==> src/hdl/hsv_mask_row_centroid_macros.svh <==
// Assertion macros shared by the HSV mask row-centroid RTL.
// No dependencies; included by modules that carry concurrent checks.
`ifndef HSV_MASK_ROW_CENTROID_MACROS_SVH
`define HSV_MASK_ROW_CENTROID_MACROS_SVH

// Same-cycle implication, disabled during reset
`define HMRC_ASSERT_SAME(label, clk, rst_n, ante, cons, msg) \
    label: assert property (@(posedge clk) disable iff (!rst_n) (ante) |-> (cons)) \
        else $error(msg);

// Next-cycle implication, disabled during reset
`define HMRC_ASSERT_NEXT(label, clk, rst_n, ante, cons, msg) \
    label: assert property (@(posedge clk) disable iff (!rst_n) (ante) |=> (cons)) \
        else $error(msg);

`endif

==> src/hdl/hmrc_pkg.sv <==
// Package for the HSV mask row-centroid block: sizes, register indexes,
// the row job record, status structs and the back-end state type. No dependencies.
`timescale 1ns / 1ps
`default_nettype none

package hmrc_pkg;

    // Region limits
    localparam int MAX_COLUMNS = 1024;
    localparam int MAX_ROWS    = 4096;

    // Fixed field widths
    localparam int CHAN_W    = 8;
    localparam int ROWOFF_W  = 12;
    localparam int X_W       = 10;
    localparam int Y_W       = 13;
    localparam int CFG_IDX_W = 3;
    localparam int CFG_DAT_W = 12;

    localparam logic [CHAN_W-1:0] CHAN_MAX = 8'd255;

    // Derived widths
    localparam int COL_W   = $clog2(MAX_COLUMNS + 1);
    localparam int HITS_W  = COL_W;
    localparam int XSUM_W  = $clog2(MAX_COLUMNS * (MAX_COLUMNS - 1) / 2 + 1);
    localparam int MID_W   = $clog2(MAX_COLUMNS);
    localparam int ROW_W   = $clog2(MAX_ROWS);
    localparam int PY_W    = ((ROW_W > ROWOFF_W) ? ROW_W : ROWOFF_W) + 1;
    localparam int PTS_W   = $clog2(MAX_ROWS + 1);
    localparam int FXSUM_W = MID_W + PTS_W;
    localparam int FYSUM_W = PY_W + PTS_W;

    // Shared divider sizes
    localparam int DIV_N_W   = FYSUM_W;
    localparam int DIV_D_W   = (PTS_W > HITS_W) ? PTS_W : HITS_W;
    localparam int DIV_CNT_W = $clog2(DIV_N_W + 1);

    // Row queue sizes
    localparam int QUEUE_DEPTH = 4;
    localparam int QPTR_W      = $clog2(QUEUE_DEPTH);
    localparam int QCNT_W      = $clog2(QUEUE_DEPTH + 1);

    // Configuration register indexes
    localparam logic [CFG_IDX_W-1:0] CFG_HUE_LOW    = 3'd0;
    localparam logic [CFG_IDX_W-1:0] CFG_HUE_HIGH   = 3'd1;
    localparam logic [CFG_IDX_W-1:0] CFG_SAT_LOW    = 3'd2;
    localparam logic [CFG_IDX_W-1:0] CFG_SAT_HIGH   = 3'd3;
    localparam logic [CFG_IDX_W-1:0] CFG_VAL_LOW    = 3'd4;
    localparam logic [CFG_IDX_W-1:0] CFG_VAL_HIGH   = 3'd5;
    localparam logic [CFG_IDX_W-1:0] CFG_ROW_OFFSET = 3'd6;

    // One finished row, handed from front to back
    typedef struct packed {
        logic [XSUM_W-1:0] x_sum;
        logic [HITS_W-1:0] hits;
        logic [PY_W-1:0]   py;
        logic              frame_end;
    } row_job_t;

    typedef struct packed {
        logic full;
        logic empty;
    } queue_status_t;

    typedef struct packed {
        logic busy;
        logic done;
    } div_status_t;

    typedef enum logic [2:0] {
        B_IDLE,
        B_ROW_DIV,
        B_ACC,
        B_MEAN,
        B_MX_DIV,
        B_MY_DIV,
        B_EMIT
    } back_state_t;

endpackage

`default_nettype wire

==> src/hdl/hmrc_div.sv <==
// Shared restoring divider, one quotient bit per cycle.
// Depends on hmrc_pkg for operand widths and the status struct.
`timescale 1ns / 1ps
`default_nettype none

module hmrc_div (
    input  wire logic                        clk,
    input  wire logic                        rst_n,
    input  wire logic                        start,
    input  wire logic [hmrc_pkg::DIV_N_W-1:0] dividend,
    input  wire logic [hmrc_pkg::DIV_D_W-1:0] divisor,
    output hmrc_pkg::div_status_t            status,
    output logic [hmrc_pkg::DIV_N_W-1:0]     quotient
);
    import hmrc_pkg::*;

    logic                 busy_reg, busy_next;
    logic                 done_reg, done_next;
    logic [DIV_CNT_W-1:0] cnt_reg, cnt_next;
    logic [DIV_D_W-1:0]   rem_reg, rem_next;
    logic [DIV_D_W-1:0]   dvs_reg, dvs_next;
    logic [DIV_N_W-1:0]   quo_reg, quo_next;
    logic [DIV_D_W:0]     trial;
    logic [DIV_D_W:0]     diff;

    // Shift in the next dividend bit and try the subtraction
    assign trial = {rem_reg, quo_reg[DIV_N_W-1]};
    assign diff  = trial - {1'b0, dvs_reg};

    always_comb
    begin
        busy_next = busy_reg;
        done_next = 1'b0;
        cnt_next  = cnt_reg;
        rem_next  = rem_reg;
        dvs_next  = dvs_reg;
        quo_next  = quo_reg;
        if (start)
        begin
            busy_next = 1'b1;
            cnt_next  = DIV_CNT_W'(DIV_N_W);
            rem_next  = '0;
            dvs_next  = divisor;
            quo_next  = dividend;
        end
        else if (busy_reg)
        begin
            if (!diff[DIV_D_W])
            begin
                rem_next = diff[DIV_D_W-1:0];
                quo_next = {quo_reg[DIV_N_W-2:0], 1'b1};
            end
            else
            begin
                rem_next = trial[DIV_D_W-1:0];
                quo_next = {quo_reg[DIV_N_W-2:0], 1'b0};
            end
            cnt_next = cnt_reg - 1'b1;
            if (cnt_reg == DIV_CNT_W'(1))
            begin
                busy_next = 1'b0;
                done_next = 1'b1;
            end
        end
    end

    // Control state
    always_ff @(posedge clk or negedge rst_n)
    begin
        if (!rst_n)
        begin
            busy_reg <= 1'b0;
            done_reg <= 1'b0;
            cnt_reg  <= '0;
        end
        else
        begin
            busy_reg <= busy_next;
            done_reg <= done_next;
            cnt_reg  <= cnt_next;
        end
    end

    // Operands and partial results
    always_ff @(posedge clk)
    begin
        rem_reg <= rem_next;
        dvs_reg <= dvs_next;
        quo_reg <= quo_next;
    end

    assign status.busy = busy_reg;
    assign status.done = done_reg;
    assign quotient    = quo_reg;

endmodule

`default_nettype wire

==> src/hdl/hmrc_queue.sv <==
// Short queue of finished row jobs between the pixel front and the divide back.
// Depends on hmrc_pkg for the job record, depth and status struct.
`timescale 1ns / 1ps
`default_nettype none
`include "hsv_mask_row_centroid_macros.svh"

module hmrc_queue (
    input  wire logic                 clk,
    input  wire logic                 rst_n,
    input  wire logic                 push,
    input  wire hmrc_pkg::row_job_t   push_job,
    input  wire logic                 pop,
    output hmrc_pkg::row_job_t        head,
    output hmrc_pkg::queue_status_t   status
);
    import hmrc_pkg::*;

    row_job_t          slot_reg [QUEUE_DEPTH];
    logic [QPTR_W-1:0] wr_ptr_reg, wr_ptr_next;
    logic [QPTR_W-1:0] rd_ptr_reg, rd_ptr_next;
    logic [QCNT_W-1:0] count_reg, count_next;

    // Advance pointers with wrap, track fill level
    always_comb
    begin
        wr_ptr_next = wr_ptr_reg;
        rd_ptr_next = rd_ptr_reg;
        count_next  = count_reg;
        if (push)
        begin
            wr_ptr_next = (wr_ptr_reg == QPTR_W'(QUEUE_DEPTH - 1)) ? '0 : wr_ptr_reg + 1'b1;
        end
        if (pop)
        begin
            rd_ptr_next = (rd_ptr_reg == QPTR_W'(QUEUE_DEPTH - 1)) ? '0 : rd_ptr_reg + 1'b1;
        end
        if (push && !pop)
        begin
            count_next = count_reg + 1'b1;
        end
        else if (pop && !push)
        begin
            count_next = count_reg - 1'b1;
        end
    end

    always_ff @(posedge clk or negedge rst_n)
    begin
        if (!rst_n)
        begin
            wr_ptr_reg <= '0;
            rd_ptr_reg <= '0;
            count_reg  <= '0;
        end
        else
        begin
            wr_ptr_reg <= wr_ptr_next;
            rd_ptr_reg <= rd_ptr_next;
            count_reg  <= count_next;
        end
    end

    // Store the pushed job
    always_ff @(posedge clk)
    begin
        if (push)
        begin
            slot_reg[wr_ptr_reg] <= push_job;
        end
    end

    assign head         = slot_reg[rd_ptr_reg];
    assign status.full  = (count_reg == QCNT_W'(QUEUE_DEPTH));
    assign status.empty = (count_reg == '0);

    `HMRC_ASSERT_SAME(a_no_pop_empty, clk, rst_n, pop, !status.empty, "pop from empty row queue")
    `HMRC_ASSERT_SAME(a_no_push_full, clk, rst_n, push, !status.full, "push into full row queue")
    `HMRC_ASSERT_NEXT(a_fill_grows, clk, rst_n, push && !pop, count_reg == $past(count_reg) + 1'b1, "queue fill did not grow on push")

endmodule

`default_nettype wire

==> src/hdl/hmrc_front.sv <==
// Pixel front end: configuration registers, colour threshold, row accumulation.
// Depends on hmrc_pkg; pushes one job per finished row into hmrc_queue.
`timescale 1ns / 1ps
`default_nettype none

module hmrc_front (
    input  wire logic                            clk,
    input  wire logic                            rst_n,
    input  wire logic                            cfg_write,
    input  wire logic [hmrc_pkg::CFG_IDX_W-1:0]  cfg_index,
    input  wire logic [hmrc_pkg::CFG_DAT_W-1:0]  cfg_data,
    input  wire logic                            pix_accept,
    input  wire logic [hmrc_pkg::CHAN_W-1:0]     hue,
    input  wire logic [hmrc_pkg::CHAN_W-1:0]     saturation,
    input  wire logic [hmrc_pkg::CHAN_W-1:0]     brightness,
    input  wire logic                            row_end,
    input  wire logic                            frame_end,
    output logic                                 push,
    output hmrc_pkg::row_job_t                   push_job
);
    import hmrc_pkg::*;

    logic [CHAN_W-1:0]   hue_low_reg,  hue_high_reg;
    logic [CHAN_W-1:0]   sat_low_reg,  sat_high_reg;
    logic [CHAN_W-1:0]   val_low_reg,  val_high_reg;
    logic [ROWOFF_W-1:0] row_offset_reg;

    logic [COL_W-1:0]    column_reg,  column_next;
    logic [XSUM_W-1:0]   x_sum_reg,   x_sum_next;
    logic [HITS_W-1:0]   hits_reg,    hits_next;
    logic [ROW_W-1:0]    row_idx_reg, row_idx_next;

    logic                in_range;
    logic                marked;
    logic [XSUM_W-1:0]   x_sum_upd;
    logic [HITS_W-1:0]   hits_upd;
    logic                closes_row;

    // Write configuration registers
    always_ff @(posedge clk or negedge rst_n)
    begin
        if (!rst_n)
        begin
            hue_low_reg    <= '0;
            hue_high_reg   <= CHAN_MAX;
            sat_low_reg    <= '0;
            sat_high_reg   <= CHAN_MAX;
            val_low_reg    <= '0;
            val_high_reg   <= CHAN_MAX;
            row_offset_reg <= '0;
        end
        else if (cfg_write)
        begin
            unique case (cfg_index)
                CFG_HUE_LOW:    hue_low_reg    <= cfg_data[CHAN_W-1:0];
                CFG_HUE_HIGH:   hue_high_reg   <= cfg_data[CHAN_W-1:0];
                CFG_SAT_LOW:    sat_low_reg    <= cfg_data[CHAN_W-1:0];
                CFG_SAT_HIGH:   sat_high_reg   <= cfg_data[CHAN_W-1:0];
                CFG_VAL_LOW:    val_low_reg    <= cfg_data[CHAN_W-1:0];
                CFG_VAL_HIGH:   val_high_reg   <= cfg_data[CHAN_W-1:0];
                CFG_ROW_OFFSET: row_offset_reg <= cfg_data[ROWOFF_W-1:0];
                default:        ;
            endcase
        end
    end

    // Classify the pixel against the three channel windows
    assign in_range = (hue >= hue_low_reg) && (hue <= hue_high_reg)
                   && (saturation >= sat_low_reg) && (saturation <= sat_high_reg)
                   && (brightness >= val_low_reg) && (brightness <= val_high_reg);
    assign marked     = in_range && (column_reg < COL_W'(MAX_COLUMNS));
    assign x_sum_upd  = marked ? x_sum_reg + XSUM_W'(column_reg) : x_sum_reg;
    assign hits_upd   = marked ? hits_reg + 1'b1 : hits_reg;
    assign closes_row = row_end || frame_end;

    // Hand the finished row to the back end
    assign push               = pix_accept && closes_row;
    assign push_job.x_sum     = x_sum_upd;
    assign push_job.hits      = hits_upd;
    assign push_job.py        = PY_W'(row_idx_reg) + PY_W'(row_offset_reg);
    assign push_job.frame_end = frame_end;

    // Advance column and row counters
    always_comb
    begin
        column_next  = column_reg;
        x_sum_next   = x_sum_reg;
        hits_next    = hits_reg;
        row_idx_next = row_idx_reg;
        if (pix_accept)
        begin
            if (closes_row)
            begin
                column_next = '0;
                x_sum_next  = '0;
                hits_next   = '0;
                if (frame_end)
                begin
                    row_idx_next = '0;
                end
                else if (row_idx_reg < ROW_W'(MAX_ROWS - 1))
                begin
                    row_idx_next = row_idx_reg + 1'b1;
                end
            end
            else
            begin
                x_sum_next = x_sum_upd;
                hits_next  = hits_upd;
                if (column_reg < COL_W'(MAX_COLUMNS))
                begin
                    column_next = column_reg + 1'b1;
                end
            end
        end
    end

    always_ff @(posedge clk or negedge rst_n)
    begin
        if (!rst_n)
        begin
            column_reg  <= '0;
            x_sum_reg   <= '0;
            hits_reg    <= '0;
            row_idx_reg <= '0;
        end
        else
        begin
            column_reg  <= column_next;
            x_sum_reg   <= x_sum_next;
            hits_reg    <= hits_next;
            row_idx_reg <= row_idx_next;
        end
    end

endmodule

`default_nettype wire

==> src/hdl/hmrc_back.sv <==
// Back end: row mean, frame accumulation, frame means and the output register.
// Depends on hmrc_pkg and hmrc_div; takes row jobs from hmrc_queue.
`timescale 1ns / 1ps
`default_nettype none
`include "hsv_mask_row_centroid_macros.svh"

module hmrc_back (
    input  wire logic                       clk,
    input  wire logic                       rst_n,
    input  wire hmrc_pkg::row_job_t         head,
    input  wire hmrc_pkg::queue_status_t    q_status,
    output logic                            pop,
    output logic                            out_valid,
    input  wire logic                       out_stall,
    output logic                            point_valid,
    output logic [hmrc_pkg::X_W-1:0]        mid_x,
    output logic [hmrc_pkg::Y_W-1:0]        point_y,
    output logic                            frame_done,
    output logic                            mean_valid,
    output logic [hmrc_pkg::X_W-1:0]        mean_x,
    output logic [hmrc_pkg::Y_W-1:0]        mean_y
);
    import hmrc_pkg::*;

    back_state_t         state_reg, state_next;
    row_job_t            job_reg, job_next;
    logic [MID_W-1:0]    mid_reg, mid_next;
    logic [FXSUM_W-1:0]  fx_sum_reg, fx_sum_next;
    logic [FYSUM_W-1:0]  fy_sum_reg, fy_sum_next;
    logic [PTS_W-1:0]    pts_reg, pts_next;
    logic [X_W-1:0]      mean_x_reg, mean_x_next;
    logic [Y_W-1:0]      mean_y_reg, mean_y_next;

    logic                out_valid_reg, out_valid_next;
    logic                point_valid_reg, frame_done_reg, mean_valid_reg;
    logic [X_W-1:0]      mid_x_reg, mean_x_out_reg;
    logic [Y_W-1:0]      point_y_reg, mean_y_out_reg;

    logic                div_start;
    logic [DIV_N_W-1:0]  div_dividend;
    logic [DIV_D_W-1:0]  div_divisor;
    div_status_t         div_status;
    logic [DIV_N_W-1:0]  div_quotient;

    logic                out_free;
    logic                out_load;

    hmrc_div u_div (
        .clk      (clk),
        .rst_n    (rst_n),
        .start    (div_start),
        .dividend (div_dividend),
        .divisor  (div_divisor),
        .status   (div_status),
        .quotient (div_quotient)
    );

    assign out_free = !out_valid_reg || !out_stall;

    // Next state
    always_comb
    begin
        state_next = state_reg;
        unique case (state_reg)
            B_IDLE:
            begin
                if (!q_status.empty)
                begin
                    state_next = (head.hits != '0) ? B_ROW_DIV : B_ACC;
                end
            end
            B_ROW_DIV:
            begin
                if (div_status.done)
                begin
                    state_next = B_ACC;
                end
            end
            B_ACC:
            begin
                state_next = B_MEAN;
            end
            B_MEAN:
            begin
                state_next = (job_reg.frame_end && pts_reg != '0) ? B_MX_DIV : B_EMIT;
            end
            B_MX_DIV:
            begin
                if (div_status.done)
                begin
                    state_next = B_MY_DIV;
                end
            end
            B_MY_DIV:
            begin
                if (div_status.done)
                begin
                    state_next = B_EMIT;
                end
            end
            B_EMIT:
            begin
                if (out_free)
                begin
                    state_next = B_IDLE;
                end
            end
            default: state_next = B_IDLE;
        endcase
    end

    // Datapath controls and next values
    always_comb
    begin
        pop          = 1'b0;
        div_start    = 1'b0;
        div_dividend = DIV_N_W'(head.x_sum);
        div_divisor  = DIV_D_W'(head.hits);
        out_load     = 1'b0;
        job_next     = job_reg;
        mid_next     = mid_reg;
        fx_sum_next  = fx_sum_reg;
        fy_sum_next  = fy_sum_reg;
        pts_next     = pts_reg;
        mean_x_next  = mean_x_reg;
        mean_y_next  = mean_y_reg;
        unique case (state_reg)
            B_IDLE:
            begin
                if (!q_status.empty)
                begin
                    pop       = 1'b1;
                    job_next  = head;
                    mid_next  = '0;
                    div_start = (head.hits != '0);
                end
            end
            B_ROW_DIV:
            begin
                if (div_status.done)
                begin
                    mid_next = MID_W'(div_quotient);
                end
            end
            B_ACC:
            begin
                mean_x_next = '0;
                mean_y_next = '0;
                if (job_reg.hits != '0 && pts_reg < PTS_W'(MAX_ROWS))
                begin
                    fx_sum_next = fx_sum_reg + FXSUM_W'(mid_reg);
                    fy_sum_next = fy_sum_reg + FYSUM_W'(job_reg.py);
                    pts_next    = pts_reg + 1'b1;
                end
            end
            B_MEAN:
            begin
                div_dividend = DIV_N_W'(fx_sum_reg);
                div_divisor  = DIV_D_W'(pts_reg);
                div_start    = job_reg.frame_end && (pts_reg != '0);
            end
            B_MX_DIV:
            begin
                div_dividend = DIV_N_W'(fy_sum_reg);
                div_divisor  = DIV_D_W'(pts_reg);
                if (div_status.done)
                begin
                    mean_x_next = X_W'(div_quotient);
                    div_start   = 1'b1;
                end
            end
            B_MY_DIV:
            begin
                if (div_status.done)
                begin
                    mean_y_next = Y_W'(div_quotient);
                end
            end
            B_EMIT:
            begin
                if (out_free)
                begin
                    out_load = 1'b1;
                    if (job_reg.frame_end)
                    begin
                        fx_sum_next = '0;
                        fy_sum_next = '0;
                        pts_next    = '0;
                    end
                end
            end
            default: ;
        endcase
    end

    // Hold or drop the result in the output register
    always_comb
    begin
        out_valid_next = out_valid_reg;
        if (out_load)
        begin
            out_valid_next = 1'b1;
        end
        else if (out_valid_reg && !out_stall)
        begin
            out_valid_next = 1'b0;
        end
    end

    always_ff @(posedge clk or negedge rst_n)
    begin
        if (!rst_n)
        begin
            state_reg     <= B_IDLE;
            fx_sum_reg    <= '0;
            fy_sum_reg    <= '0;
            pts_reg       <= '0;
            out_valid_reg <= 1'b0;
        end
        else
        begin
            state_reg     <= state_next;
            fx_sum_reg    <= fx_sum_next;
            fy_sum_reg    <= fy_sum_next;
            pts_reg       <= pts_next;
            out_valid_reg <= out_valid_next;
        end
    end

    // Working payload
    always_ff @(posedge clk)
    begin
        job_reg    <= job_next;
        mid_reg    <= mid_next;
        mean_x_reg <= mean_x_next;
        mean_y_reg <= mean_y_next;
    end

    // Output payload, loaded once per result
    always_ff @(posedge clk)
    begin
        if (out_load)
        begin
            point_valid_reg <= (job_reg.hits != '0);
            mid_x_reg       <= X_W'(mid_reg);
            point_y_reg     <= Y_W'(job_reg.py);
            frame_done_reg  <= job_reg.frame_end;
            mean_valid_reg  <= job_reg.frame_end && (pts_reg != '0);
            mean_x_out_reg  <= mean_x_reg;
            mean_y_out_reg  <= mean_y_reg;
        end
    end

    assign out_valid   = out_valid_reg;
    assign point_valid = point_valid_reg;
    assign mid_x       = mid_x_reg;
    assign point_y     = point_y_reg;
    assign frame_done  = frame_done_reg;
    assign mean_valid  = mean_valid_reg;
    assign mean_x      = mean_x_out_reg;
    assign mean_y      = mean_y_out_reg;

    `HMRC_ASSERT_SAME(a_start_idle_div, clk, rst_n, div_start, !div_status.busy, "divider started while busy")
    `HMRC_ASSERT_SAME(a_done_in_wait, clk, rst_n, div_status.done, (state_reg == B_ROW_DIV) || (state_reg == B_MX_DIV) || (state_reg == B_MY_DIV), "divider finished outside a wait state")
    `HMRC_ASSERT_NEXT(a_load_back_idle, clk, rst_n, out_load, out_valid_reg && (state_reg == B_IDLE), "result load did not return to idle")

endmodule

`default_nettype wire

==> src/hdl/hsv_mask_row_centroid.sv <==
// Top level of the HSV mask row-centroid block: wires front, row queue and back.
// Depends on hmrc_pkg, hmrc_front, hmrc_queue and hmrc_back.
//
//  channel | signals                                   | direction
//  --------+-------------------------------------------+-----------
//  pixel   | in_valid, in_stall, hue .. frame_end       | in (stall out)
//  result  | out_valid, out_stall, point_valid .. mean_y | out (stall in)
//  config  | cfg_valid, cfg_ready, cfg_index, cfg_data  | in (ready out)
//
// Pixels are taken one per cycle; in_stall rises only while the four-entry row
// queue is full. Each row with hits costs the back end one pass of the 26-step
// shared divider; a frame-closing row with points adds two more divisions.
// A result waits in the output register under out_stall while the back end goes
// on with the next row. Reset clears counters, sums and the queue; the channel
// bounds reset to the full range and the row offset to zero.
`timescale 1ns / 1ps
`default_nettype none

module hsv_mask_row_centroid (
    input  wire logic                            clk,
    input  wire logic                            rst_n,
    input  wire logic                            cfg_valid,
    output logic                                 cfg_ready,
    input  wire logic [hmrc_pkg::CFG_IDX_W-1:0]  cfg_index,
    input  wire logic [hmrc_pkg::CFG_DAT_W-1:0]  cfg_data,
    input  wire logic                            in_valid,
    output logic                                 in_stall,
    input  wire logic [hmrc_pkg::CHAN_W-1:0]     hue,
    input  wire logic [hmrc_pkg::CHAN_W-1:0]     saturation,
    input  wire logic [hmrc_pkg::CHAN_W-1:0]     brightness,
    input  wire logic                            row_end,
    input  wire logic                            frame_end,
    output logic                                 out_valid,
    input  wire logic                            out_stall,
    output logic                                 point_valid,
    output logic [hmrc_pkg::X_W-1:0]             mid_x,
    output logic [hmrc_pkg::Y_W-1:0]             point_y,
    output logic                                 frame_done,
    output logic                                 mean_valid,
    output logic [hmrc_pkg::X_W-1:0]             mean_x,
    output logic [hmrc_pkg::Y_W-1:0]             mean_y
);
    import hmrc_pkg::*;

    logic          pix_accept;
    logic          push;
    row_job_t      push_job;
    logic          pop;
    row_job_t      head;
    queue_status_t q_status;

    // Registers take a write in any cycle
    assign cfg_ready  = 1'b1;
    assign in_stall   = q_status.full;
    assign pix_accept = in_valid && !in_stall;

    hmrc_front u_front (
        .clk        (clk),
        .rst_n      (rst_n),
        .cfg_write  (cfg_valid && cfg_ready),
        .cfg_index  (cfg_index),
        .cfg_data   (cfg_data),
        .pix_accept (pix_accept),
        .hue        (hue),
        .saturation (saturation),
        .brightness (brightness),
        .row_end    (row_end),
        .frame_end  (frame_end),
        .push       (push),
        .push_job   (push_job)
    );

    hmrc_queue u_queue (
        .clk      (clk),
        .rst_n    (rst_n),
        .push     (push),
        .push_job (push_job),
        .pop      (pop),
        .head     (head),
        .status   (q_status)
    );

    hmrc_back u_back (
        .clk         (clk),
        .rst_n       (rst_n),
        .head        (head),
        .q_status    (q_status),
        .pop         (pop),
        .out_valid   (out_valid),
        .out_stall   (out_stall),
        .point_valid (point_valid),
        .mid_x       (mid_x),
        .point_y     (point_y),
        .frame_done  (frame_done),
        .mean_valid  (mean_valid),
        .mean_x      (mean_x),
        .mean_y      (mean_y)
    );

endmodule

`default_nettype wire
==> config.mk <==
export PLATFORM = sky130hd
export DESIGN_NAME = hsv_mask_row_centroid
export DESIGN_NICKNAME = d
export VERILOG_FILES = /design/src/hdl/hmrc_pkg.sv /design/src/hdl/hmrc_div.sv /design/src/hdl/hmrc_queue.sv /design/src/hdl/hmrc_front.sv /design/src/hdl/hmrc_back.sv /design/src/hdl/hsv_mask_row_centroid.sv
export VERILOG_INCLUDE_DIRS = /design/src /design/src/hdl
export SDC_FILE = /design/constraint.sdc
export NUM_CORES = 1
export LEC_CHECK = 0
export BUFFER_PORTS_ARGS = -buffer_cell sky130_fd_sc_hd__buf_2
export CAP_MARGIN = 20
export CORE_MARGIN = 2
export CORE_UTILIZATION = 36
export DETAILED_ROUTE_END_ITERATION = 12
export GPL_TIMING_DRIVEN = 0
export PLACE_DENSITY = 0.56
export SYNTH_ARGS = -nofsm -noshare
export SYNTH_HDL_FRONTEND = slang
export SYNTH_SLANG_ARGS = --single-unit
==> constraint.sdc <==
create_clock -name clk -period 8.8 [get_ports clk]
set_clock_uncertainty 0.1 [all_clocks]
set_input_delay 0.44 -clock clk [delete_from_list [all_inputs] [get_ports clk]]
set_output_delay 0.44 -clock clk [all_outputs]
set_load 0.01 [all_outputs]
=== Word-level counts from Yosys, hierarchy flattened ===
Memories as Yosys holds them, arrays and structs flattened.
Index checks and enable logic that the tools add are counted.

* Bits in registers: 352
* RAM bits: 176
* Input bits: 46
* Output and inout bits: 52
* Memories kept: 1

* $add $sub $neg: 14
* Magnitude comparators: 9
* Equal/unequal tests: 23
* Mux-type cells: 63
* Bitwise operators: 1
* Reductions and logical operators: 51

{| class="wikitable"
|+ Memory list
! memory !! depth !! bits a word !! read ports !! clocked after memory_dff !! write ports !! RTL line !! RTL
|-
| u_queue.slot_reg || 4 || 44 || 1 || 0 || 1 || hmrc_queue.sv:18 || <nowiki>row_job_t slot_reg [QUEUE_DEPTH];</nowiki>
|}

{| class="wikitable"
|+ Operator list
! kind !! count
|-
| 26-bit two-way mux || 5
|-
| 26-bit one-hot mux with 2 select lines || 2
|-
| 23-bit two-way mux || 3
|-
| 13-bit two-way mux || 5
|-
| 11-bit two-way mux || 5
|-
| 13-bit one-hot mux with 2 select lines || 2
|-
| 23-bit one-hot mux with 2 select lines || 1
|-
| 10-bit one-hot mux with 2 select lines || 2
|-
| 19-bit two-way mux || 2
|-
| 26-bit by 13-bit adder with 26-bit output || 1
|-
| 8-bit greater-or-equal comparator || 3
|-
| 8-bit less-or-equal comparator || 3
|-
| 12-bit two-way mux || 2
|-
| 23-bit by 10-bit adder with 23-bit output || 1
|-
| 11-bit by 1-bit adder with 11-bit output (second input constant) || 2
|-
| 2-bit AND reduction || 11
|-
| 11-bit nonzero test || 2
|-
| 3-bit == test (second input constant) || 7
|-
| 3-bit two-way mux || 7
|-
| 3-bit one-hot mux with 7 select lines || 1
|-
| 10-bit two-way mux || 2
|-
| 19-bit by 11-bit adder with 19-bit output || 1
|-
| 2-bit nonzero test || 9
|-
| 1-bit two-way mux || 17
|-
| 30 further kinds || 65
|}

=== Logic depth before layout (Yosys ltp) ===
Gate-level depths: netlist (run 1).

* Depth in word-level cells: 9
* Mapped depth: 11
* Mapped depth without buffers: 11

=== Cells and area by module ===
A second synthesis (run 1) with hierarchy kept.

* Cell total of the unflattened synthesis: 1983
* Area total of the unflattened synthesis: 25542.0 um^2

{| class="wikitable"
|+ By module, submodules not included
! module !! times used !! cells each !! area an instance (um^2) !! sequential area each (um^2)
|-
| hmrc_back || 1 || 703 || 8246.7 || 4864.7
|-
| hmrc_front || 1 || 755 || 7375.8 || 2857.7
|-
| hmrc_queue || 1 || 267 || 6826.5 || 5460.2
|-
| hmrc_div || 1 || 255 || 3067.9 || 1606.5
|-
| hsv_mask_row_centroid || 1 || 3 || 25.0 || 0.0
|}

=== Worst setup path before layout (run 1) ===
Ideal clock, no wire load.

* Path kind: register to register
* Start point: register u_back.state_reg[1]
* End point: register u_back.frame_done_reg (netlist: u_back.frame_done), enable pin
* Library setup time: 0.472 ns
* Arrival time: 3.192 ns
* Data required time: 8.228 ns
* Slack: 5.036 ns
* Cell stages (with the launch flop): 4
* Path through: dfrtp_1 > clkbuf_1 > nand3_1 > a21oi_1

* Word-level cells in the longest chain between the ends: 2

{| class="wikitable"
|+ RTL lines
! what !! RTL line !! RTL
|-
| start: declaration || hmrc_back.sv:25 || <nowiki>back_state_t state_reg, state_next;</nowiki>
|-
| start signal: assignment || hmrc_back.sv:222 || <nowiki>state_reg <= state_next;</nowiki>
|-
| 3-bit == test || hmrc_back.sv:127 || <nowiki>unique case (state_reg)</nowiki>
|-
| 1-bit two-way mux || hmrc_back.sv:127 ||
|-
| via u_back.out_load || hmrc_back.sv:46 || <nowiki>logic out_load;</nowiki>
|-
| end signal: assignment || hmrc_back.sv:247 || <nowiki>frame_done_reg <= job_reg.frame_end;</nowiki>
|-
| end: declaration || hmrc_back.sv:35 || <nowiki>logic point_valid_reg, frame_done_reg, mean_valid_reg;</nowiki>
|}

The timed path passes the listed nets, and every way through them passes these cells.
A chain may end at the register's enable or synchronous reset.

=== Worst setup path in the final report (run 1) ===
* Start point: register u_queue.count_reg[2]
* End point: register u_back.u_div.quo_reg[15] (netlist: u_back.u_div.quotient[15]), enable pin

* Word-level cells in the longest chain between the ends: 4

{| class="wikitable"
|+ RTL lines
! what !! RTL line !! RTL
|-
| start: declaration || hmrc_queue.sv:21 || <nowiki>logic [QCNT_W-1:0] count_reg, count_next;</nowiki>
|-
| start signal: assignment || hmrc_queue.sv:59 || <nowiki>count_reg <= count_next;</nowiki>
|-
| 3-bit zero test || hmrc_queue.sv:74 || <nowiki>assign status.empty = (count_reg == '0);</nowiki>
|-
| 1-bit two-way mux || hmrc_back.sv:130 || <nowiki>if (!q_status.empty)</nowiki>
|-
| 1-bit one-hot mux with 3 select lines || hmrc_back.sv:127 ||
|-
| 2-bit nonzero test (no source line) || n/a ||
|-
| end signal: assignment || hmrc_div.sv:89 || <nowiki>quo_reg <= quo_next;</nowiki>
|-
| end: declaration || hmrc_div.sv:22 || <nowiki>logic [DIV_N_W-1:0] quo_reg, quo_next;</nowiki>
|}

No other way between the ends.

==> results of run 1 <==
-- logic make-up (layout without fill, tap and decap cells) --
logic type / Yosys count / after routing
AOI/OAI and AO/OA: 378 / 378
muxes: 97 / 97
DFF: 528 / 528
xor gates and xnor gates: 112 / 112
buffers and inverters: 181 / 397
adders and majority gates: 126 / 126
and+or+nand+nor: 617 / 617
other: 1 / 3
-- area by class of cell --
class	count	share of cell area [%]
sequential	528	51.2
multi-input combinational	1331	33.0
clock buffer	70	5.21
tap	931	4.03
timing repair buffer	109	2.47
clock inverter	37	1.67
inverter	101	1.31
buffer	80	1.12
antenna	2	0.0173
-- power by group through the flow --
stage          Clock, mW  Sequential, mW  Combinational (mW)
3_3_place_gp           0            3.64                2.58
6_report            2.54            3.60                2.70
4_1_cts             2.60            3.60                2.72
3_5_place_dp           0            3.65                2.70
5_1_grt             2.71            3.65                3.02
2_1_floorplan          0            3.51                1.99
-- worst paths after layout --
kind | end | cells after the start
min in group asynchronous | u_back.fx_sum_reg[9]$_DFFE_PN0P_ | 2
worst min register to register | u_back.mean_x[7]$_DFFE_PP_ | 0
worst max-delay path | u_back.u_div.quotient[15]$_DFFE_PP_ | 9
worst max register to register | u_back.u_div.quotient[15]$_DFFE_PP_ | 9
max in group asynchronous | u_front.row_idx_reg[9]$_DFFE_PN0P_ | 3
worst min-delay path | u_front.hue_high_reg[1]$_DFFE_PN1P_ | 3
-- stage by stage --
stage	power [mW]	area (sq um)	util (%)
final	8.85	28900	42.1
after global routing	9.37	28900	42.1
after CTS	8.92	28900	42.1
after detailed placement	6.35	26900	39.1
after global placement	6.23	26700	38.8
after floorplan	5.49	25000	-
-- synthesized netlist by cell type (6+ instances only) --
| library cell | instances | area share [%] |
|---|---|---|
| edfxtp_1 | 322 | 39 |
| nand2_1 | 191 | 2.9 |
| dfrtp_1 | 169 | 17 |
| o21ai_0 | 133 | 2.7 |
| nor2_1 | 129 | 1.9 |
| ha_1 | 120 | 6.0 |
| inv_1 | 100 | 1.5 |
| a21oi_1 | 84 | 1.7 |
| nand3_1 | 67 | 1.3 |
| clkbuf_1 | 65 | 0.97 |
| xor2_1 | 61 | 2.1 |
| xnor2_1 | 51 | 1.8 |
| and3_1 | 44 | 1.1 |
| mux4_2 | 44 | 4.0 |
| nor3_1 | 44 | 0.88 |
| mux2_2 | 42 | 1.9 |
| a31oi_1 | 24 | 0.60 |
| dfstp_2 | 24 | 2.5 |
| nand4_1 | 22 | 0.55 |
| nor2b_1 | 22 | 0.55 |
| a22oi_1 | 21 | 0.63 |
| and2_1 | 18 | 0.45 |
| or3_1 | 17 | 0.42 |
| a21o_1 | 15 | 0.45 |
| o21a_1 | 15 | 0.45 |
| dfxtp_1 | 13 | 1.0 |
| nand2b_1 | 13 | 0.33 |
| o31ai_1 | 12 | 0.36 |
| mux2i_1 | 11 | 0.44 |
| o211ai_1 | 10 | 0.30 |
| nor4_1 | 8 | 0.20 |
| or2_2 | 8 | 0.20 |
| a211oi_1 | 7 | 0.21 |
| nand4b_1 | 7 | 0.25 |
| o41ai_1 | 7 | 0.25 |
| a41oi_1 | 6 | 0.21 |
| buf_2 | 6 | 0.12 |
| fa_1 | 6 | 0.48 |
-- worst max-delay path, stage by stage (launching register included) --
cell      delay, ns
dfrtp_1        0.41
nor3_1         0.76
inv_1          0.13
nand3_1        0.48
inv_1          0.62
and2_1         0.39
a221oi_2       0.22
buf_4          0.25
nand2b_1       0.32
buf_16         0.29
-- routing by layer --
metal | vias to the layer above | share of wire, %
li1 | 7866 | -
met1 | 8281 | 45
met2 | 331 | 48
met3 | 99 | 3.7
met4 | 4 | 3.2
met5 | - | 0.035
==> results.py, run 1 <==
metrics = {
    "run_status": {
        "status": "finished clean",
    },
    "final_layout": {
        "multi_input_area_sq_um": 9550,
        "final_nets": 2381,
        "final_common_cell": "edfxtp_1",
        "seq_area_sq_um": 14800,
        "fill_cells": 6442,
        "areaGrowthSynthToFinish_pct": 15.5,
        "largest_reg_flops": 176,
        "final_cell_mix": "edfxtp_1, nand2_1, dfrtp_1",
        "drive_gt1_share_pct": 14.8,
        "finalNonFillerCells": 3189,
    },
    "routing": {
        "first_iter_violations": 1177,
        "drc": 0,
        "num_vias": 16600,
        "routedWlPerCell_um": 18.6,
        "drt_pass1_iterations": 5,
        "viasPerCell": 5.20,
        "finalWirelength_um": 59400,
        "ant_nets": 0,
    },
    "grt": {
        "grt_usage_pct": 16.7,
        "grt_max_degree": 117,
        "grt_overflow": 0,
        "grt_antenna_before_repair": 2,
        "grtUsageMet1_pct": 21.9,
        "gr-usage-met2_pct": 28.2,
        "grt_pass1_vias": 16800,
        "gr-max-usage-layer": "met2",
        "grtUsageMet3_pct": 2.43,
        "grt_pass1_wl_um": 93600,
    },
    "power_and_ir_drop": {
        "p_seq_share_pct": 40.7,
        "power_frac_comb_pct": 30.5,
        "ir_drop_uv": 170,
        "powerDensity_nw_per_um2": 306,
        "p_sw_mw": 2.91,
        "switching_share_pct": 32.9,
        "p_int_mw": 5.94,
        "power.leakage_nw": 11.3,
        "power.clock.fraction_pct": 28.7,
    },
    "worst_setup_path": {
        "worstPathRequired_ns": 9.06,
        "path_max_fanout": 27,
        "startpoint": "u_queue.count_reg[2]$_DFFE_PN0P_",
        "setup.worst_path.start_class": "flip-flop",
        "r2r_start": "u_queue.count_reg[2]$_DFFE_PN0P_",
        "cp.arrival_ns": 4.49,
        "path_class": "flip-flop to flip-flop",
        "crit_path_end_kind": "flip-flop",
        "ff2ff_setup_slack_ns": 4.57,
    },
    "sta": {
        "rsz0062_at_grt": "no",
        "timing.fmax_ghz": 0.236,
        "worst_slack_ns": 4.57,
        "finalMaxSlewViolations": 0,
        "finalSetupViolCount": 0,
        "fin_crit_sh_pct": 48.1,
        "tightest_slew_ns": 1.03,
        "tns_ns": 0,
        "holdWs_ns": 0.0349,
        "finalHoldViolCount": 0,
        "slew-limit-headroom_pct": 30.6,
        "min_period_ns": 4.23,
    },
    "place": {
        "dp.final_hpwl_um": 42600,
        "dp_slack_ns": 4.57,
        "port_buffers": 95,
        "dp_cells": 3074,
        "gp_congestion": 0.834,
    },
    "logic_synthesis": {
        "synth-main-ff-cell": "edfxtp_1",
        "synth-edff-count": 322,
        "synth_cells": 2040,
        "synth-simple-area-share_pct": 12.0,
        "synth_top_family_by_area": "simple AND/OR/NAND/NOR gates",
        "synthMuxAreaShare_pct": 6.29,
        "synth_xor_area_share_pct": 3.92,
        "async_flop_share_pct": 36.6,
        "ys_types": 73,
        "synthAdderAreaFrac_pct": 6.48,
        "synth_seq_cells": 528,
        "syn_area_per_cell_sq_um": 12.3,
        "synth-compound-area-share_pct": 9.36,
        "yosysSeqAreaShare_pct": 59.1,
        "syn-num-nets": 2212,
        "netlist_area_sq_um": 25000,
        "yosysWarningCount": 0,
    },
    "cts": {
        "cts-resized-gates": 0,
        "cts_num_sinks": 528,
        "insertion_delay_ns": 0.63,
        "cts-root-buf": "clkbuf_16",
        "cts.hold.buffers_added": 5,
        "cts.path.max_buffers": 3,
        "cts_setup_buffers": 0,
        "cts_made_buffers": 58,
        "clk_pin_slew_worst_paths_ns": 0.07,
        "cts_tree": "built",
        "cts_max_level": 2,
    },
    "floorplan": {
        "start_util_pct": 36.4,
        "die_area_sq_um": 71600,
        "io_pins": 98,
        "rows": 96,
        "core_sq_um": 68700,
        "chipHeight_um": 268,
        "die_w_um": 268,
    },
    "job": {
        "maxCapViolCount": 0,
    },
    "hold_path": {
        "hold_path_class": "primary input to flip-flop",
        "worstHoldStart": "cfg_data[1]",
    },
}
No activity file was read; power rests on OpenSTA's default activity.
==> run 2, diff against run 1 <==
--- a/config.mk
+++ b/config.mk
@@ -12,7 +12,7 @@
 export CORE_UTILIZATION = 36
 export DETAILED_ROUTE_END_ITERATION = 12
 export GPL_TIMING_DRIVEN = 0
-export PLACE_DENSITY = 0.56
+export PLACE_DENSITY = 0.58
 export SYNTH_ARGS = -nofsm -noshare
 export SYNTH_HDL_FRONTEND = slang
 export SYNTH_SLANG_ARGS = --single-unit
==> constraint.sdc (replaced) <==
create_clock -name clk -period 3.8 [get_ports clk]
set_clock_uncertainty 0.1 [all_clocks]
set_input_delay 0.19 -clock clk [delete_from_list [all_inputs] [get_ports clk]]
set_output_delay 0.19 -clock clk [all_outputs]
set_load 0.01 [all_outputs]
==> results.py, run 2 (same netlist as run 1, synthesis figures left out) <==
metrics = {
    "run_status": {
        "status": "finished clean",
    },
    "cts": {
        "cts_num_sinks": 528,
        "cts.path.max_buffers": 3,
        "clk_pin_slew_worst_paths_ns": 0.06,
        "cts_tree": "built",
        "cts_made_buffers": 58,
        "insertion_delay_ns": 0.62,
        "cts_max_level": 2,
        "cts-root-buf": "clkbuf_16",
    },
    "worst_setup_path": {
        "path_cells": "inv_1 -> ha_1 -> nor2b_1 -> o211a_1 -> o21ai_0 -> nor4b_2 -> and4b_1 -> clkbuf_2 -> clkbuf_2 -> nand2_1 -> xnor2_1",
        "r2r_start": "u_front.sat_high_reg[1]$_DFFE_PN1P_",
        "rr_worst_depth": 11,
        "startpoint": "u_front.sat_high_reg[1]$_DFFE_PN1P_",
        "cp_slowest_cell": "dfstp_2",
        "critical_path.max_stage_delay_ns": 0.53,
        "worstPathRequired_ns": 4.08,
        "cp.arrival_ns": 3.90,
        "crit_top_cell": "clkbuf_2",
        "path_class": "flip-flop to flip-flop",
        "path_max_fanout": 10,
        "setup.worst_path.start_class": "flip-flop",
        "crit_path_end_kind": "flip-flop",
    },
    "floorplan": {
        "start_util_pct": 36.4,
        "rows": 96,
        "chipHeight_um": 268,
        "io_pins": 98,
        "core_sq_um": 68700,
        "die_w_um": 268,
        "die_area_sq_um": 71600,
    },
    "final_layout": {
        "fill_cells": 6410,
        "final_common_cell": "edfxtp_1",
        "drive_gt1_share_pct": 15.2,
        "design_area_sq_um": 29200,
        "final_cell_mix": "edfxtp_1, nand2_1, dfrtp_1",
        "seq_area_sq_um": 14800,
        "largest_reg_flops": 176,
        "final_util_pct": 42.5,
        "final_nets": 2400,
        "finalNonFillerCells": 3210,
        "multi_input_area_sq_um": 9590,
        "areaGrowthSynthToFinish_pct": 16.7,
    },
    "routing": {
        "routedWlPerCell_um": 18.1,
        "drc": 0,
        "drt_pass1_iterations": 6,
        "ant_nets": 0,
        "num_vias": 16500,
        "finalWirelength_um": 58100,
        "first_iter_violations": 1014,
        "viasPerCell": 5.13,
    },
    "sta": {
        "worst_slack_ns": 0.175,
        "timing.fmax_ghz": 0.276,
        "slew-limit-headroom_pct": 33.5,
        "finalSetupViolCount": 0,
        "tightest_slew_ns": 0.998,
        "tns_ns": 0,
        "finalMaxSlewViolations": 0,
        "fin_crit_sh_pct": 95.4,
        "finalHoldViolCount": 0,
        "holdWs_ns": 0.0737,
        "min_period_ns": 3.63,
        "rsz0062_at_grt": "no",
    },
    "power_and_ir_drop": {
        "power.leakage_nw": 11.4,
        "powerDensity_nw_per_um2": 704,
        "ir_drop_uv": 366,
        "finalPower_mw": 20.6,
    },
    "place": {
        "gp_congestion": 0.830,
        "dp.final_hpwl_um": 41900,
        "port_buffers": 95,
        "dp_cells": 3073,
        "placed_area_sq_um": 26800,
        "dp_slack_ns": -0.745,
    },
    "grt": {
        "grt_pass1_wl_um": 92800,
        "grt_usage_pct": 16.5,
        "grt_max_degree": 111,
        "grt_overflow": 0,
        "grt_pass1_vias": 16800,
        "grt_antenna_before_repair": 3,
    },
    "hold_path": {
        "worstHoldStart": "row_end",
        "worstHoldPathCells": 5,
        "hold_path_class": "primary input to flip-flop",
    },
    "job": {
        "maxCapViolCount": 0,
    },
}
==> run 2: cell types whose count changed in the layout (fill, tap and decap cells not counted), moves of 2 or more <==
cell / previous run / this run
o21ai_0: 133 / 130
dlygate4sd3_1: 5 / 25
clkbuf_1: 76 / 74
clkbuf_2: 0 / 3
inv_6: 3 / 0
o21ai_1: 0 / 3
clkinv_4: 3 / 1
bufinv_16: 10 / 12
clkinv_2: 6 / 12
==> run 2: worst paths after layout <==
path	endpoint	slack [ns]
max	u_queue.slot_reg[2][24]$_DFFE_PP_	0.17
max in group asynchronous	u_front.row_idx_reg[3]$_DFFE_PN0P_	2.45
max reg2reg	u_queue.slot_reg[2][24]$_DFFE_PP_	0.17
min	u_front.column_reg[0]$_DFFE_PN0P_	0.07
min in group asynchronous	u_back.out_valid$_DFFE_PN0P_	0.09
min reg2reg	u_back.mean_x[2]$_DFFE_PP_	0.32
==> run 2: where the power goes <==
part / leakage [nW] / switching (mW) / internal (mW)
logic: 4.97 / 3.56 / 2.63
clock network: 1.01 / 2.32 / 3.71
registers: 5.46 / 0.756 / 7.60
==> run 2: worst max-delay path: cells and delay by family (launching register included) <==
kind	cells	cell delay (ns)
adders and majority gates	1	0.28
buffers and inverters	3	0.65
and+or+nand+nor	4	0.95
DFF	1	0.53
AOI/OAI and AO/OA	2	0.49
xor gates and xnor gates	1	0.38
==> run 2: timing repair <==
action	4_1_cts	5_1_grt
pin swaps	1	0
buffers inserted	1	0
gates resized for setup	9	7
hold buffers	25	0
setup endpoints to repair	113	46
gates cloned	1	0
endpoints found under the hold margin	169	0
==> run 2: cell type report <==
type | count | area share, %
diodes | 2 | 0.0171
plain buffers | 79 | 1.12
clock buffers | 74 | 5.32
clock inverters | 35 | 1.76
inverters | 101 | 1.31
multi-input cells | 1331 | 32.8
flip-flops and latches | 528 | 50.6
well taps | 931 | 3.99
repair buffers | 128 | 3.03
repair inverters | 1 | 0.0171
==> run 2: per-layer routing <==
layer	routed length, um	track usage (%)
met5	13	0
met4	1720	5.54
met3	2200	2.51
met2	28600	28.0
met1	25700	21.7
